===== src/rtl/vam_pkg.sv =====
`timescale 1ns / 1ps
`default_nettype none
// ----------------------------------------------------------------------------
// vam_pkg: shared types and constants for vector angle and magnitude
// CORDIC arctangent table, angle constants and pipeline word layouts.
// ----------------------------------------------------------------------------
package vam_pkg;

	localparam int XW = 34;

	localparam logic [32:0] PI_Q30      = 33'd3373259426;
	localparam logic [30:0] HALF_PI_Q30 = 31'd1686629713;
	localparam logic [32:0] TWO_PI_Q30  = 33'd6746518852;
	localparam logic [28:0] DEG_SCALE   = 29'd480631834;
	localparam logic [16:0] FULL_RAD    = 17'd51472;
	localparam logic [16:0] FULL_DEG    = 17'd46080;
	localparam logic [15:0] MAG_MAX     = 16'd46341;
	localparam int SQRT_STEPS_PER_STAGE = 2;
	localparam int SQRT_STAGES          = 8;

	typedef struct packed {
		logic xneg;
		logic yneg;
		logic xzero;
		logic yzero;
	} quad_t;

	typedef struct packed {
		logic [31:0] rem;
		logic [31:0] root;
	} sq_t;

	typedef struct packed {
		logic signed [XW-1:0] x;
		logic signed [XW-1:0] y;
		logic signed [31:0]   z;
		sq_t                  sq;
		quad_t                quad;
	} cord_t;

	function automatic logic signed [31:0] atan_q30(input logic [4:0] idx);
		logic signed [31:0] v;
		case (idx)
			5'd0:    v = 32'sh3243F6A8;
			5'd1:    v = 32'sh1DAC6705;
			5'd2:    v = 32'sh0FADBAFC;
			5'd3:    v = 32'sh07F56EA6;
			5'd4:    v = 32'sh03FEAB76;
			5'd5:    v = 32'sh01FFD55B;
			5'd6:    v = 32'sh00FFFAAA;
			5'd7:    v = 32'sh007FFF55;
			5'd8:    v = 32'sh003FFFEA;
			5'd9:    v = 32'sh001FFFFD;
			5'd10:   v = 32'sh000FFFFF;
			5'd11:   v = 32'sh0007FFFF;
			5'd12:   v = 32'sh0003FFFF;
			5'd13:   v = 32'sh0001FFFF;
			5'd14:   v = 32'sh0000FFFF;
			5'd15:   v = 32'sh00007FFF;
			5'd16:   v = 32'sh00003FFF;
			5'd17:   v = 32'sh00001FFF;
			5'd18:   v = 32'sh00000FFF;
			5'd19:   v = 32'sh000007FF;
			5'd20:   v = 32'sh000003FF;
			5'd21:   v = 32'sh000001FF;
			5'd22:   v = 32'sh000000FF;
			5'd23:   v = 32'sh0000007F;
			default: v = 32'sh00000000;
		endcase
		return v;
	endfunction

	// one digit of the bit-by-bit square root
	function automatic sq_t sqrt_step(input sq_t s, input logic [31:0] bitv);
		sq_t         r;
		logic [32:0] rb;
		rb = {1'b0, s.root} + {1'b0, bitv};
		if ({1'b0, s.rem} >= rb) begin
			r.rem  = s.rem - rb[31:0];
			r.root = (s.root >> 1) + bitv;
		end else begin
			r.rem  = s.rem;
			r.root = s.root >> 1;
		end
		return r;
	endfunction

endpackage
`default_nettype wire


===== src/rtl/vam_back.sv =====
`timescale 1ns / 1ps
`default_nettype none
// ----------------------------------------------------------------------------
// vam_back: output stages
// Quadrant restore, root rounding, unit conversion and full-circle wrap.
// ----------------------------------------------------------------------------
module vam_back (
	input  wire logic       clk,
	input  wire logic [2:0] en,
	input  wire logic       deg,
	input  wire vam_pkg::cord_t d,
	output logic [15:0]     angle_s3,
	output logic [15:0]     mag_s3
);

	logic [30:0] phi;
	logic [32:0] a_full;
	logic [32:0] a_s1;
	logic [15:0] mag_s1;
	logic [15:0] mag_s2;
	logic [15:0] rad_s2;
	logic [44:0] ph_s2;
	logic [45:0] pl_s2;
	logic [33:0] rsum;
	logic [16:0] r17;
	logic [62:0] tot;
	logic [16:0] d17;
	logic [15:0] deg_v;

	always_comb begin
		if (d.z[31]) begin
			phi = 31'd0;
		end else if (d.z[30:0] > vam_pkg::HALF_PI_Q30) begin
			phi = vam_pkg::HALF_PI_Q30;
		end else begin
			phi = d.z[30:0];
		end
		if (d.quad.yzero) begin
			a_full = d.quad.xneg ? vam_pkg::PI_Q30 : 33'd0;
		end else if (d.quad.xzero) begin
			a_full = d.quad.yneg ? vam_pkg::PI_Q30 + 33'(vam_pkg::HALF_PI_Q30)
			                     : 33'(vam_pkg::HALF_PI_Q30);
		end else if (!d.quad.xneg && !d.quad.yneg) begin
			a_full = 33'(phi);
		end else if (d.quad.xneg && !d.quad.yneg) begin
			a_full = vam_pkg::PI_Q30 - 33'(phi);
		end else if (d.quad.xneg) begin
			a_full = vam_pkg::PI_Q30 + 33'(phi);
		end else begin
			a_full = vam_pkg::TWO_PI_Q30 - 33'(phi);
		end
	end

	assign rsum  = {1'b0, a_s1} + 34'h10000;
	assign r17   = rsum[33:17];
	assign tot   = {1'b0, ph_s2, 17'b0} + 63'(pl_s2) + (63'd1 << 45);
	assign d17   = tot[62:46];
	assign deg_v = (d17 >= vam_pkg::FULL_DEG) ? 16'(d17 - vam_pkg::FULL_DEG) : d17[15:0];

	always_ff @(posedge clk) begin
		if (en[0]) begin
			a_s1   <= a_full;
			mag_s1 <= d.sq.root[15:0] + 16'(d.sq.rem > d.sq.root);
		end
		if (en[1]) begin
			rad_s2 <= (r17 >= vam_pkg::FULL_RAD) ? 16'(r17 - vam_pkg::FULL_RAD) : r17[15:0];
			ph_s2  <= 45'(a_s1[32:17]) * 45'(vam_pkg::DEG_SCALE);
			pl_s2  <= 46'(a_s1[16:0]) * 46'(vam_pkg::DEG_SCALE);
			mag_s2 <= mag_s1;
		end
		if (en[2]) begin
			angle_s3 <= deg ? deg_v : rad_s2;
			mag_s3   <= mag_s2;
		end
	end

endmodule
`default_nettype wire

===== config.mk =====
export PLATFORM = sky130hd
export DESIGN_NAME = vam_back
export DESIGN_NICKNAME = d
export VERILOG_FILES = /design/src/rtl/vam_pkg.sv /design/src/rtl/vam_back.sv
export SDC_FILE = /design/constraint.sdc
export NUM_CORES = 1
export LEC_CHECK = 0
export ABC_AREA = 1
export ABC_CLOCK_PERIOD_IN_PS = 6450
export BUFFER_PORTS_ARGS = -buffer_cell sky130_fd_sc_hd__buf_2
export CORE_UTILIZATION = 40
export DETAILED_ROUTE_END_ITERATION = 10
export GPL_ROUTABILITY_DRIVEN = 1
export HOLD_SLACK_MARGIN = 0.1
export PLACE_DENSITY = 0.62
export SLEW_MARGIN = 40
export SYNTH_ARGS = -nofsm -noshare
export SYNTH_HDL_FRONTEND = slang
export SYNTH_SLANG_ARGS = --single-unit

===== constraint.sdc =====
create_clock -name clk -period 6.45 [get_ports clk]
set_input_delay 0.9675 -clock clk [delete_from_list [all_inputs] [get_ports clk]]
set_output_delay 0.9675 -clock clk [all_outputs]
set_load 0.05 [all_outputs]

Word-level counts from Yosys, hierarchy flattened. Index checks and enable logic that the tools add are counted.

Register bits: 202. Input port bits: 173. Logic and storage cells: 39.

$add $sub $neg: 9. Multiply operators: 2. Magnitude comparators: 4. Muxes and demuxes: 12. Reductions and logical operators: 4.

Operators by type and width (count): 2-to-1 mux 33 bit (6); adder 62 x 46 -> 63 bit (1); adder 63 x 46 -> 63 bit, second input constant (1); 2-to-1 mux 31 bit (2); 2-to-1 mux 16 bit (3); multiplier 17 x 28 -> 45 bit, second input constant (1); multiplier 16 x 28 -> 44 bit, second input constant (1); adder 33 x 17 -> 34 bit, second input constant (1); >= comparator 17 x 16 -> 1 bit, second input constant (2); adder 32 x 31 -> 33 bit, first input constant (1); subtractor 32 x 31 -> 33 bit, first input constant (1); subtractor 32 x 32 -> 33 bit, first input constant (1); greater-than comparator 32 bit (1); 2-to-1 mux 32 bit (1); subtractor 16 bit, second input constant (2); greater-than comparator 31 bit, second input constant (1); adder 16 x 1 -> 16 bit (1); logical AND 1 bit (2); logical NOT 1 bit (2).

Logic depth before layout (Yosys ltp). Gate-level depths: netlist (run 1).

Depth after elaboration: 9. Depth in mapped cells: 30.

Least setup slack after synthesis (run 1). Ideal clock, no wire load.

Path type: reg-to-reg. From: reg a_s1[6]. To: reg pl_s2[44] (data pin). Library setup time: 262 ps. Data arrival time: 5698 ps. Required time: 6188 ps. Setup slack: 490 ps. Cell stages (with the launch flop): 23. Clock period less this slack: 5960 ps. Path through: edfxtp_1 fa_1 inv_1 fa_1 inv_1 ha_1 fa_1 inv_1 fa_1 inv_1 fa_1 ha_1 nand2_1 nor2_1 nand4_1 o21ai_0 a31oi_1 o21a_1 o21ai_0 nand2_1 o21ai_0 a21oi_1 xor2_1.

Word-level cells in the longest chain between the ends: 1.

RTL lines: from (decl) (RTL line vam_back.sv:18) `logic [32:0] a_s1;`; from (signal assigned) (RTL line vam_back.sv:62) `a_s1 <= a_full;`; multiplier 17 x 28 -> 45 bit (RTL line vam_back.sv:68) `pl_s2 <= 46'(a_s1[16:0]) * 46'(vam_pkg::DEG_SCALE);`; to (signal assigned) (RTL line vam_back.sv:68); to (decl) (RTL line vam_back.sv:23) `logic [45:0] pl_s2;`.

Every way passes these cells. A chain may end at the register's enable or synchronous reset.

Final worst setup path (run 1).
From: reg a_s1[30]. To: reg ph_s2[43] (data pin).

Word-level cells in the longest chain between the ends: 1.

RTL lines: multiplier 16 x 28 -> 44 bit (RTL line vam_back.sv:67) `ph_s2 <= 45'(a_s1[32:17]) * 45'(vam_pkg::DEG_SCALE);`; to (signal assigned) (RTL line vam_back.sv:67); to (decl) (RTL line vam_back.sv:22) `logic [44:0] ph_s2;`.

Every way passes these cells.

==> reports/metrics.yaml, run 1 <==
run_status:
  outcome: "finished clean"
logic_synthesis:
  syn_nets: 4380
  synth_seq_cells: 185
  yosysWarnings: 0
  async_flop_share_pct: 0
  ys_seq_area_share_pct: 19.1
  ys_types: 62
  synth_edf_count: 185
  synthCells: 3434
  synth_area_mm2: 0.0290
  synth_area_per_cell_um2: 8.45
  synth_ff_type: "edfxtp_1"
sta:
  drv_slew: 0
  tightest_slew_ps: 841
  post-route-period-util_pct: 94.6
  rsz0062_at_grt: "no"
  fin_worst_skew_ps: 11.9
  relSlewSlack_pct: 43.9
  setup_viol: 0
  finalCriticalPeriod_ps: 6100
  finalSetupTns_ps: 0
  max_freq_ghz: 0.164
  hold_viol: 0
floorplanning:
  die_area_mm2: 0.0736
  core-area_mm2: 0.0716
  initial_core_util_pct: 40.5
  num_rows: 98
  die_h_um: 271
  die_w_um: 271
  io_pins: 205
global_route:
  gr-usage-met3_pct: 2.66
  grt_first_pass_wirelength_um: 126000
  top_usage_layer: "met2"
  first_global_vias: 23085
  overflow: 0
  globalRouteMet2Util_pct: 36.9
  grt_use_total_pct: 22.0
  grt_max_degree: 66
  use_met1_pct: 30.2
  antenna_found_initial: 0
critical_path:
  critical_path.top_delay_family: "adder cells"
  worstPathCellList: "ha_1 > inv_1 > fa_1 > fa_1 > inv_1 > fa_1 > inv_1 > fa_1 > fa_1 > inv_1 > ha_1 > a21oi_1 > o21ai_0 > o21bai_1 > a221oi_1 > o21ai_0 > nand3_1 > nand2_1 > nand4_1 > nand2_1 > xor2_1"
  critPathBufInv: 4
  cp.arrival_ps: 6320
  crit_path_max_fanout: 6
  crit_path_frequent_cell: "fa_1"
  r2r_setup_slack_ps: 350
  worstPathRequired_ps: 6670
  cpMaxStageDelayCell: "fa_1"
  worstSetupEndpointType: "register"
  cp_slowest_stage_delay_ps: 610
  worstSetupPathType: "reg -> reg"
  cp-start-kind: "register"
route:
  first_iter_violations: 1543
  finalWirelength_um: 79400
  drtPass1Iterations: 6
  post_drt_wl_per_cell_um: 17.3
  route.detailed.drc: 0
  vias_per_cell: 5.02
  num_vias: 23078
  ant_nets: 0
placed_design:
  place_hpwl_um: 68800
  gp_congestion: 0.964
  place_area_mm2: 0.0313
  port_buffers: 136
clock_tree:
  clk_latency_ps: 480
  cts_hold_buffers: 0
  clk_path_buf_depth: 2
  clock_sinks: 185
  cts_max_level: 4
  tritoncts: "yes"
  cts.clk_slew.worst_paths_ps: 70
  numCtsBuffers: 17
  cts_root_buffer: "clkbuf_16"
layout:
  mostFrequentLayoutCells: "764 x inv_1, 566 x nand2_1, 466 x ha_1"
  drive_above_1_share_pct: 8.75
  antenna_cells: 0
  syn_to_final_growth_pct: 9.81
  layout_commonest_cell: "inv_1"
  final_cell_area_mm2: 0.0319
  nets: 4579
hold_path:
  min_path_type: "reg -> reg"
flow_run:
  max-cap-violations: 0
==> layer usage <==
layer  routed length, um  part of all wire (%)  up-vias
li1                    -                     -    11461
met1               36400                    46    10882
met2               37200                    47      654
met3                4470                   5.6       81
met4                1320                   1.7        0
met5                   0                     0        -
==> flip-flops by register name, indices dropped and copies added, names as in the netlist <==
signal and count:
a_s1 33, angle_s3 16, mag_s1 16, mag_s2 16
mag_s3 16, ph_s2 44, pl_s2 28, rad_s2 16
==> cell usage after synthesis, types with 28 or more instances <==
| master | instances | area, um^2 |
|---|---|---|
| a21oi_1 | 186 | 931 |
| nor3_1 | 51 | 255 |
| inv_1 | 765 | 2870 |
| nor2_1 | 226 | 848 |
| fa_1 | 307 | 6150 |
| xnor2_1 | 28 | 245 |
| nand3_1 | 156 | 781 |
| ha_1 | 466 | 5830 |
| nand4_1 | 41 | 257 |
| nand2_1 | 566 | 2120 |
| edfxtp_1 | 185 | 5560 |
| xor2_1 | 96 | 841 |
| o21ai_0 | 129 | 646 |
==> logic make-up (layout without fill, tap and decap cells) <==
group                      after synthesis  in the layout  share of synthesized area (%)
xor gates and xnor gates               124            124                           3.74
and+or+nand+nor                       1114           1114                           16.7
DFF                                    185            185                           19.1
AOI/OAI and AO/OA                      424            424                           8.39
adders and majority gates              773            773                           41.3
buffers and inverters                  814           1025                           10.7
==> final timing paths <==
check | startpoint | endpoint | cells past startpoint
worst max-delay path | a_s1[30] | ph_s2[43] | 21
worst min-delay path | mag_s2[7] | mag_s3[7] | 0
worst max register to register | a_s1[30] | ph_s2[43] | 21
worst min register to register | mag_s2[7] | mag_s3[7] | 0
==> stage by stage <==
stage / worst slack [ps] / hold slack (ps) / utilization (%) / instances
after global placement: 109 / 401 / 43.7 / 4561
after floorplan: 490 / 400 / - / 3434
after detailed placement: 69.3 / 405 / 43.7 / 4561
final: 348 / 420 / 44.5 / 4595
after CTS: 61.4 / 419 / 44.5 / 4592
after global routing: 0.526 / 426 / 44.5 / 4595
==> repair_timing <==
item / 4_1_cts / 5_1_grt
endpoints found under the setup margin: 0 / 8
buffers inserted: 0 / 3
resized for setup: 0 / 8
==> final cells by class <==
| class | instances | area, um^2 |
|---|---|---|
| flip-flops and latches | 185 | 5560 |
| multi-input cells | 2435 | 20400 |
| well taps | 950 | 1190 |
| repair buffers | 210 | 1240 |
| clock buffers | 17 | 425 |
| inverters | 784 | 2940 |
| fillers | 7164 | 39700 |
| clock inverters | 14 | 158 |
Power of run 1 is left out: the tool's default activity adds up to more than one toggle a clock period on the data nets, which glitch-free logic cannot reach.
==> inputs of run 2 (changes only) <==
--- a/config.mk
+++ b/config.mk
@@ -5,7 +5,6 @@
 export SDC_FILE = /design/constraint.sdc
 export NUM_CORES = 1
 export LEC_CHECK = 0
-export ABC_AREA = 1
 export ABC_CLOCK_PERIOD_IN_PS = 6450
 export BUFFER_PORTS_ARGS = -buffer_cell sky130_fd_sc_hd__buf_2
 export CORE_UTILIZATION = 40
==> run 2 against run 1 <==
Worst setup slack got worse by 130 ps. Core utilization rose by 1.5 points. Global-route usage down 1.1 points. Critical path type unchanged. Largest cell class unchanged.
==> reports/metrics.yaml, run 2 <==
global_route:
  top_usage_layer: "met2"  # unchanged
  gr-usage-met3_pct: 3.21  # was 2.66%
  grt_first_pass_wirelength_um: 114000  # was 126000 um
  grt_max_degree: 74  # was 66
  first_global_vias: 20632  # was 23085
  antenna_found_initial: 1  # was 0
  globalRouteMet2Util_pct: 33.0  # was 36.9%
  use_met1_pct: 29.7  # was 30.2%
  overflow: 0  # unchanged
  grt_use_total_pct: 20.9  # was 22.0%
clock_tree:
  clock_sinks: 185  # unchanged
  tritoncts: "yes"  # unchanged
  cts_root_buffer: "clkbuf_16"  # unchanged
  clk_path_buf_depth: 2  # unchanged
  clk_latency_ps: 470  # was 480 ps
  cts_max_level: 4  # unchanged
  numCtsBuffers: 17  # unchanged
  cts.clk_slew.worst_paths_ps: 80  # was 70 ps
logic_synthesis:
  synthCells: 2849  # was 3434
  synth_edf_count: 185  # unchanged
  synthTopCellsByCount: "580 x inv_1, 466 x ha_1, 307 x fa_1"  # was 765 x inv_1, 566 x nand2_1, 466 x ha_1
  synth_top_area_share_pct: 22.3  # was 21.2%
  ys_seq_area_share_pct: 20.1  # was 19.1%
  synth.most_common_cell: "inv_1"  # unchanged
  synth_area_per_cell_um2: 9.69  # was 8.45 um^2
  async_flop_share_pct: 0  # unchanged
  synth_ff_type: "edfxtp_1"  # unchanged
  yosysWarnings: 0  # unchanged
  ys_types: 86  # was 62
  yosysTopAreaCell: "fa_1"  # unchanged
  syn_nets: 3795  # was 4380
  synth_area_mm2: 0.0276  # was 0.0290 mm^2
  ys_top_cells_by_area: "fa_1 22%, ha_1 21%, edfxtp_1 20%, inv_1 7.9%, xnor2_1 2.8%"  # was fa_1 21%, ha_1 20%, edfxtp_1 19%, inv_1 9.9%, nand2_1 7.3%
  synth_seq_cells: 185  # unchanged
layout:
  drive_above_1_share_pct: 12.8  # was 8.75%
  max_flop_register: "ph_s2"  # unchanged
  reg_top3: "ph_s2 x44, a_s1 x33, pl_s2 x28"  # unchanged
  n_fill_cell: 6486  # was 7164
  antenna_cells: 0  # unchanged
  largest_register_ffs: 44  # unchanged
  layout_commonest_cell: "inv_1"  # unchanged
  nets: 4062  # was 4579
  mostFrequentLayoutCells: "579 x inv_1, 464 x ha_1, 306 x fa_1"  # was 764 x inv_1, 566 x nand2_1, 466 x ha_1
  syn_to_final_growth_pct: 13.0  # was 9.81%
  multi_input_area_mm2: 0.0197  # was 0.0204 mm^2
  seqCellArea_mm2: 0.00556  # unchanged
critical_path:
  worstSetupEndpointType: "register"  # unchanged
  crit_path_max_fanout: 3  # was 6
  r2r_start: "a_s1[9]"  # was a_s1[30]
  worstSetupPathType: "reg -> reg"  # unchanged
  cp.arrival_ps: 6440  # was 6320 ps
  worstPathRequired_ps: 6660  # was 6670 ps
  cp-start-kind: "register"  # unchanged
  startpoint: "a_s1[9]"  # was a_s1[30]
hold_path:
  hp-start: "mag_s2[8]"  # was mag_s2[7]
  min_path_type: "reg -> reg"  # unchanged
sta:
  tightest_slew_ps: 836  # was 841 ps
  finalCriticalPeriod_ps: 6230  # was 6100 ps
  post-route-period-util_pct: 96.6  # was 94.6%
  setup_viol: 0  # unchanged
  max_freq_ghz: 0.161  # was 0.164 GHz
  drv_slew: 0  # unchanged
  fin_worst_skew_ps: 13.8  # was 11.9 ps
  finalSetupTns_ps: 0  # unchanged
  relSlewSlack_pct: 44.2  # was 43.9%
  hold_viol: 0  # unchanged
  rsz0062_at_grt: "yes"  # was no
route:
  finalWirelength_um: 72100  # was 79400 um
  num_vias: 21011  # was 23078
  drtPass1Iterations: 7  # was 6
  first_iter_violations: 1260  # was 1543
  post_drt_wl_per_cell_um: 18.0  # was 17.3 um
  route.detailed.drc: 0  # unchanged
  ant_nets: 0  # unchanged
  vias_per_cell: 5.25  # was 5.02
floorplanning:
  die_h_um: 265  # was 271 um
  initial_core_util_pct: 40.7  # was 40.5%
  io_pins: 205  # unchanged
  num_rows: 95  # was 98
  die_w_um: 265  # was 271 um
  die_area_mm2: 0.0700  # was 0.0736 mm^2
  core-area_mm2: 0.0678  # was 0.0716 mm^2
run_status:
  outcome: "finished clean"  # unchanged
placed_design:
  gp_congestion: 0.963  # was 0.964
  port_buffers: 136  # unchanged
  place_hpwl_um: 61200  # was 68800 um
flow_run:
  max-cap-violations: 0  # unchanged
## run 2: timing repair
action | 4_1_cts | 5_1_grt
endpoints found under the setup margin | 5 | 18
hold buffers | 0 | 0
pin swaps | 0 | 27
resized for setup | 4 | 26
setup buffers | 1 | 11
## run 2: layout make-up
type | instances | share of cell area, %
multi-input cells | 2015 | 63.2
flip-flops and latches | 185 | 17.8
inverters | 580 | 6.98
repair buffers | 317 | 6.58
well taps | 873 | 3.50
clock buffers | 17 | 1.36
clock inverters | 15 | 0.506
## run 2: per-layer routing
layer | part of all wire, % | vias up
li1 | - | 10290
met5 | 0 | -
met4 | 2.4 | 0
met1 | 47 | 9932
met2 | 44 | 696
met3 | 6.3 | 93
## run 2: cells by family (layout without fill, tap and decap cells)
family,count (synthesis),in the layout,share of synthesized area [%]
compound gates,545,545,13.1
xor+xnor,134,134,4.25
fa+ha+maj,773,773,43.4
buf+inv,649,929,8.88
flops,185,185,20.1
mux,7,7,0.263
simple gates,556,556,10.0
## run 2: final timing paths
path | end | slack [ps] | depth (start not counted)
setup reg to reg | pl_s2[45] | 220 | 21
hold / removal | mag_s3[8] | 410 | 0
setup / recovery | pl_s2[45] | 220 | 21
hold reg to reg | mag_s3[8] | 410 | 0
## run 2: metrics by stage
stage | utilization, % | setup slack (ps) | hold slack (ps) | cells | instance area [um^2]
final | 46.0 | 220 | 414 | 4002 | 31200
after global routing | 46.0 | -51.4 | 420 | 4002 | 31200
after CTS | 45.7 | 0.269 | 414 | 3991 | 31000
after detailed placement | 44.8 | -163 | 405 | 3958 | 30400
after global placement | 44.8 | -92.3 | 400 | 3957 | 30400
after floorplan | - | 111 | 400 | 2849 | 27600
## run 2: critical path, stage by stage (launching register included)
cell and delay [ps]:
edfxtp_1 410, fa_1 590, inv_1 70, fa_1 390, inv_1 70, fa_1 460
fa_1 500, fa_1 570, inv_1 70, fa_1 530, inv_1 50, ha_1 290
a21o_1 130, a21oi_2 60, o21ai_2 170, or3_4 160, o2111ai_1 120, o221ai_2 250
o22ai_2 120, or4_1 410, a311o_1 400, xnor2_2 160
Power of run 2 is left out for the same reason.
==> inputs of run 3 (changes only) <==
--- a/config.mk
+++ b/config.mk
@@ -5,7 +5,7 @@
 export SDC_FILE = /design/constraint.sdc
 export NUM_CORES = 1
 export LEC_CHECK = 0
-export ABC_CLOCK_PERIOD_IN_PS = 6450
+export ABC_CLOCK_PERIOD_IN_PS = 7700
 export BUFFER_PORTS_ARGS = -buffer_cell sky130_fd_sc_hd__buf_2
 export CORE_UTILIZATION = 40
 export DETAILED_ROUTE_END_ITERATION = 10
==> constraint.sdc (replaced) <==
create_clock -name clk -period 7.7 [get_ports clk]
set_input_delay 1.155 -clock clk [delete_from_list [all_inputs] [get_ports clk]]
set_output_delay 1.155 -clock clk [all_outputs]
set_load 0.05 [all_outputs]
==> run 3 against run 2 <==
Non-clock buffer count is 152 lower. Clock skew is 5.7 ps higher. Global-route usage shrank 0.55 points. Maximum frequency is 11% lower. Sequential cell count unchanged. Final cell count is 3.8% lower. Register-to-register slack gained 440 ps. Worst setup slack improved by 440 ps. Worst hold slack better by 6.2 ps. Routed wire length down 2.5%. First-iteration DRC count is 23% higher. Highest routed layer is now met5.
==> reports/metrics.yaml, run 3 (same netlist as run 2, synthesis figures left out) <==
run_status:
  outcome: "finished clean"  # unchanged
sta:
  rsz0062_at_grt: "no"  # was yes
  tightest_slew_ps: 863  # was 836 ps
  setup_viol: 0  # unchanged
  max_freq_ghz: 0.142  # was 0.161 GHz
  relSlewSlack_pct: 42.4  # was 44.2%
  post-route-period-util_pct: 91.4  # was 96.6%
  whs_ps: 420  # was 414 ps
  drv_slew: 0  # unchanged
  finalCriticalPeriod_ps: 7040  # was 6230 ps
  fin_worst_skew_ps: 19.4  # was 13.8 ps
  hold_viol: 0  # unchanged
  finalSetupTns_ps: 0  # unchanged
clock_tree:
  cts_max_level: 4  # unchanged
  cts.clk_slew.worst_paths_ps: 80  # about the same
  clk_path_buf_depth: 2  # unchanged
  clock_sinks: 185  # unchanged
  postCtsSetupBuffers: 0  # was 1
  postCtsResizedCells: 0  # was 4
  cts_hold_buffers: 0  # unchanged
  clk_latency_ps: 500  # was 470 ps
  cts_root_buffer: "clkbuf_16"  # unchanged
  tritoncts: "yes"  # unchanged
  numCtsBuffers: 17  # unchanged
critical_path:
  cp_slowest_stage_delay_ps: 700  # was 590 ps
  worstRegToRegCells: 21  # unchanged
  r2r_setup_slack_ps: 660  # was 220 ps
  cpMaxStageDelayCell: "fa_1"  # unchanged
  crit_path_frequent_cell: "fa_1"  # unchanged
  cp.arrival_ps: 7280  # was 6440 ps
  crit_path_max_fanout: 8  # was 3
  worstSetupPathType: "reg -> reg"  # unchanged
  reg2reg_to: "ph_s2[43]"  # was pl_s2[45]
  worstPathRequired_ps: 7940  # was 6660 ps
  worstPathCellList: "fa_1 > inv_1 > fa_1 > inv_1 > ha_1 > fa_1 > fa_1 > inv_1 > fa_1 > inv_1 > ha_1 > a21o_1 > a21o_1 > a2111oi_1 > nor3_1 > a311oi_1 > o21ai_0 > a211oi_1 > o21ai_0 > a21oi_1 > xnor2_1"  # was fa_1 > inv_1 > fa_1 > inv_1 > fa_1 > fa_1 > fa_1 > inv_1 > fa_1 > inv_1 > ha_1 > a21o_1 > a21oi_2 > o21ai_2 > or3_4 > o2111ai_1 > o221ai_2 > o22ai_2 > or4_1 > a311o_1 > xnor2_2
  worstSetupEndpointType: "register"  # unchanged
  r2r_start: "a_s1[19]"  # was a_s1[9]
  startpoint: "a_s1[19]"  # was a_s1[9]
  cp-start-kind: "register"  # unchanged
layout:
  mostFrequentLayoutCells: "580 x inv_1, 466 x ha_1, 307 x fa_1"  # was 579 x inv_1, 464 x ha_1, 306 x fa_1
  utilization_pct: 44.2  # was 46.0%
  syn_to_final_growth_pct: 8.61  # was 13.0%
  layout_commonest_cell: "inv_1"  # unchanged
  largest_register_ffs: 44  # unchanged
  max_flop_register: "ph_s2"  # unchanged
  drive_above_1_share_pct: 7.66  # was 12.8%
  nets: 3910  # was 4062
  antenna_cells: 0  # unchanged
  final_cell_area_mm2: 0.0300  # was 0.0312 mm^2
  reg_top3: "ph_s2 x44, a_s1 x33, pl_s2 x28"  # unchanged
route:
  num_vias: 20544  # was 21011
  route.detailed.drc: 0  # unchanged
  vias_per_cell: 5.34  # was 5.25
  finalWirelength_um: 70300  # was 72100 um
  ant_nets: 0  # unchanged
  post_drt_wl_per_cell_um: 18.3  # was 18.0 um
  drtPass1Iterations: 6  # was 7
  first_iter_violations: 1546  # was 1260
hold_path:
  hold_depth: 0  # unchanged
  hold_end: "mag_s2[3]"  # was mag_s3[8]
  hp-start: "mag_s1[3]"  # was mag_s2[8]
  min_path_type: "reg -> reg"  # unchanged
placed_design:
  place_area_mm2: 0.0293  # was 0.0304 mm^2
  gp_congestion: 0.946  # was 0.963
  port_buffers: 136  # unchanged
  place_hpwl_um: 58400  # was 61200 um
global_route:
  antenna_found_initial: 1  # unchanged
  first_global_vias: 20323  # was 20632
  use_met1_pct: 29.3  # was 29.7%
  grt_max_degree: 72  # was 74
  grt_use_total_pct: 20.4  # was 20.9%
  globalRouteMet2Util_pct: 31.9  # was 33.0%
  gr-usage-met3_pct: 3.21  # unchanged
  overflow: 0  # unchanged
  top_usage_layer: "met2"  # unchanged
  grt_first_pass_wirelength_um: 112000  # was 114000 um
floorplanning:
  die_h_um: 265  # unchanged
  io_pins: 205  # unchanged
  die_w_um: 265  # unchanged
  core-area_mm2: 0.0678  # unchanged
  die_area_mm2: 0.0700  # unchanged
  num_rows: 95  # unchanged
  initial_core_util_pct: 40.7  # unchanged
flow_run:
  max-cap-violations: 0  # unchanged
[run 3: cell count changes in the layout (fill, tap and decap cells not counted), moves of 2 or more]
cell | before | now
buf_4 | 179 | 27
clkinvlp_4 | 2 | 0
ha_1 | 464 | 466
a21oi_2 | 7 | 2
o21ai_0 | 104 | 107
o21ai_1 | 6 | 4
inv_12 | 0 | 2
a21oi_1 | 141 | 146
[run 3: per-stage QoR]
step	cells	worst slack [ps]
final	3850	662
after global routing	3850	162
after CTS	3849	519
after detailed placement	3817	565
after global placement	3816	577
after floorplan	2849	1360
[run 3: layer usage]
metal  vias up  routed length [um]  share of wire, %
met5         -                   8             0.011
met4         2                1310               1.9
met3        85                4200               6.0
met2       664               31500                45
met1      9801               33300                47
li1       9992                   -                 -
[run 3: final cells by class]
class                   count  area (um^2)
clock buffers              17          425
clock inverters            15          205
inverters                 580         2180
repair buffers            165          912
multi-input cells        2015        19600
well taps                 873         1090
fillers                  6541        37800
flip-flops and latches    185         5560
[run 3: worst max-delay path by stage]
stage / cells past startpoint / endpoint / slack, ps
4_1_cts: 21 / ph_s2[43] / 520
3_3_place_gp: 21 / ph_s2[43] / 580
6_report: 21 / ph_s2[43] / 660
3_5_place_dp: 21 / ph_s2[43] / 560
5_1_grt: 21 / ph_s2[43] / 160
2_1_floorplan: 21 / pl_s2[45] / 1360
[run 3: worst max-delay path, delay by kind of cell, from the launching register on]
family | cells | cell delay (ps)
xor gates and xnor gates | 1 | 90
DFF | 1 | 670
and+or+nand+nor | 1 | 130
buffers and inverters | 4 | 230
AOI/OAI and AO/OA | 8 | 2390
adders and majority gates | 7 | 3300
Power of run 3 is left out for the same reason.
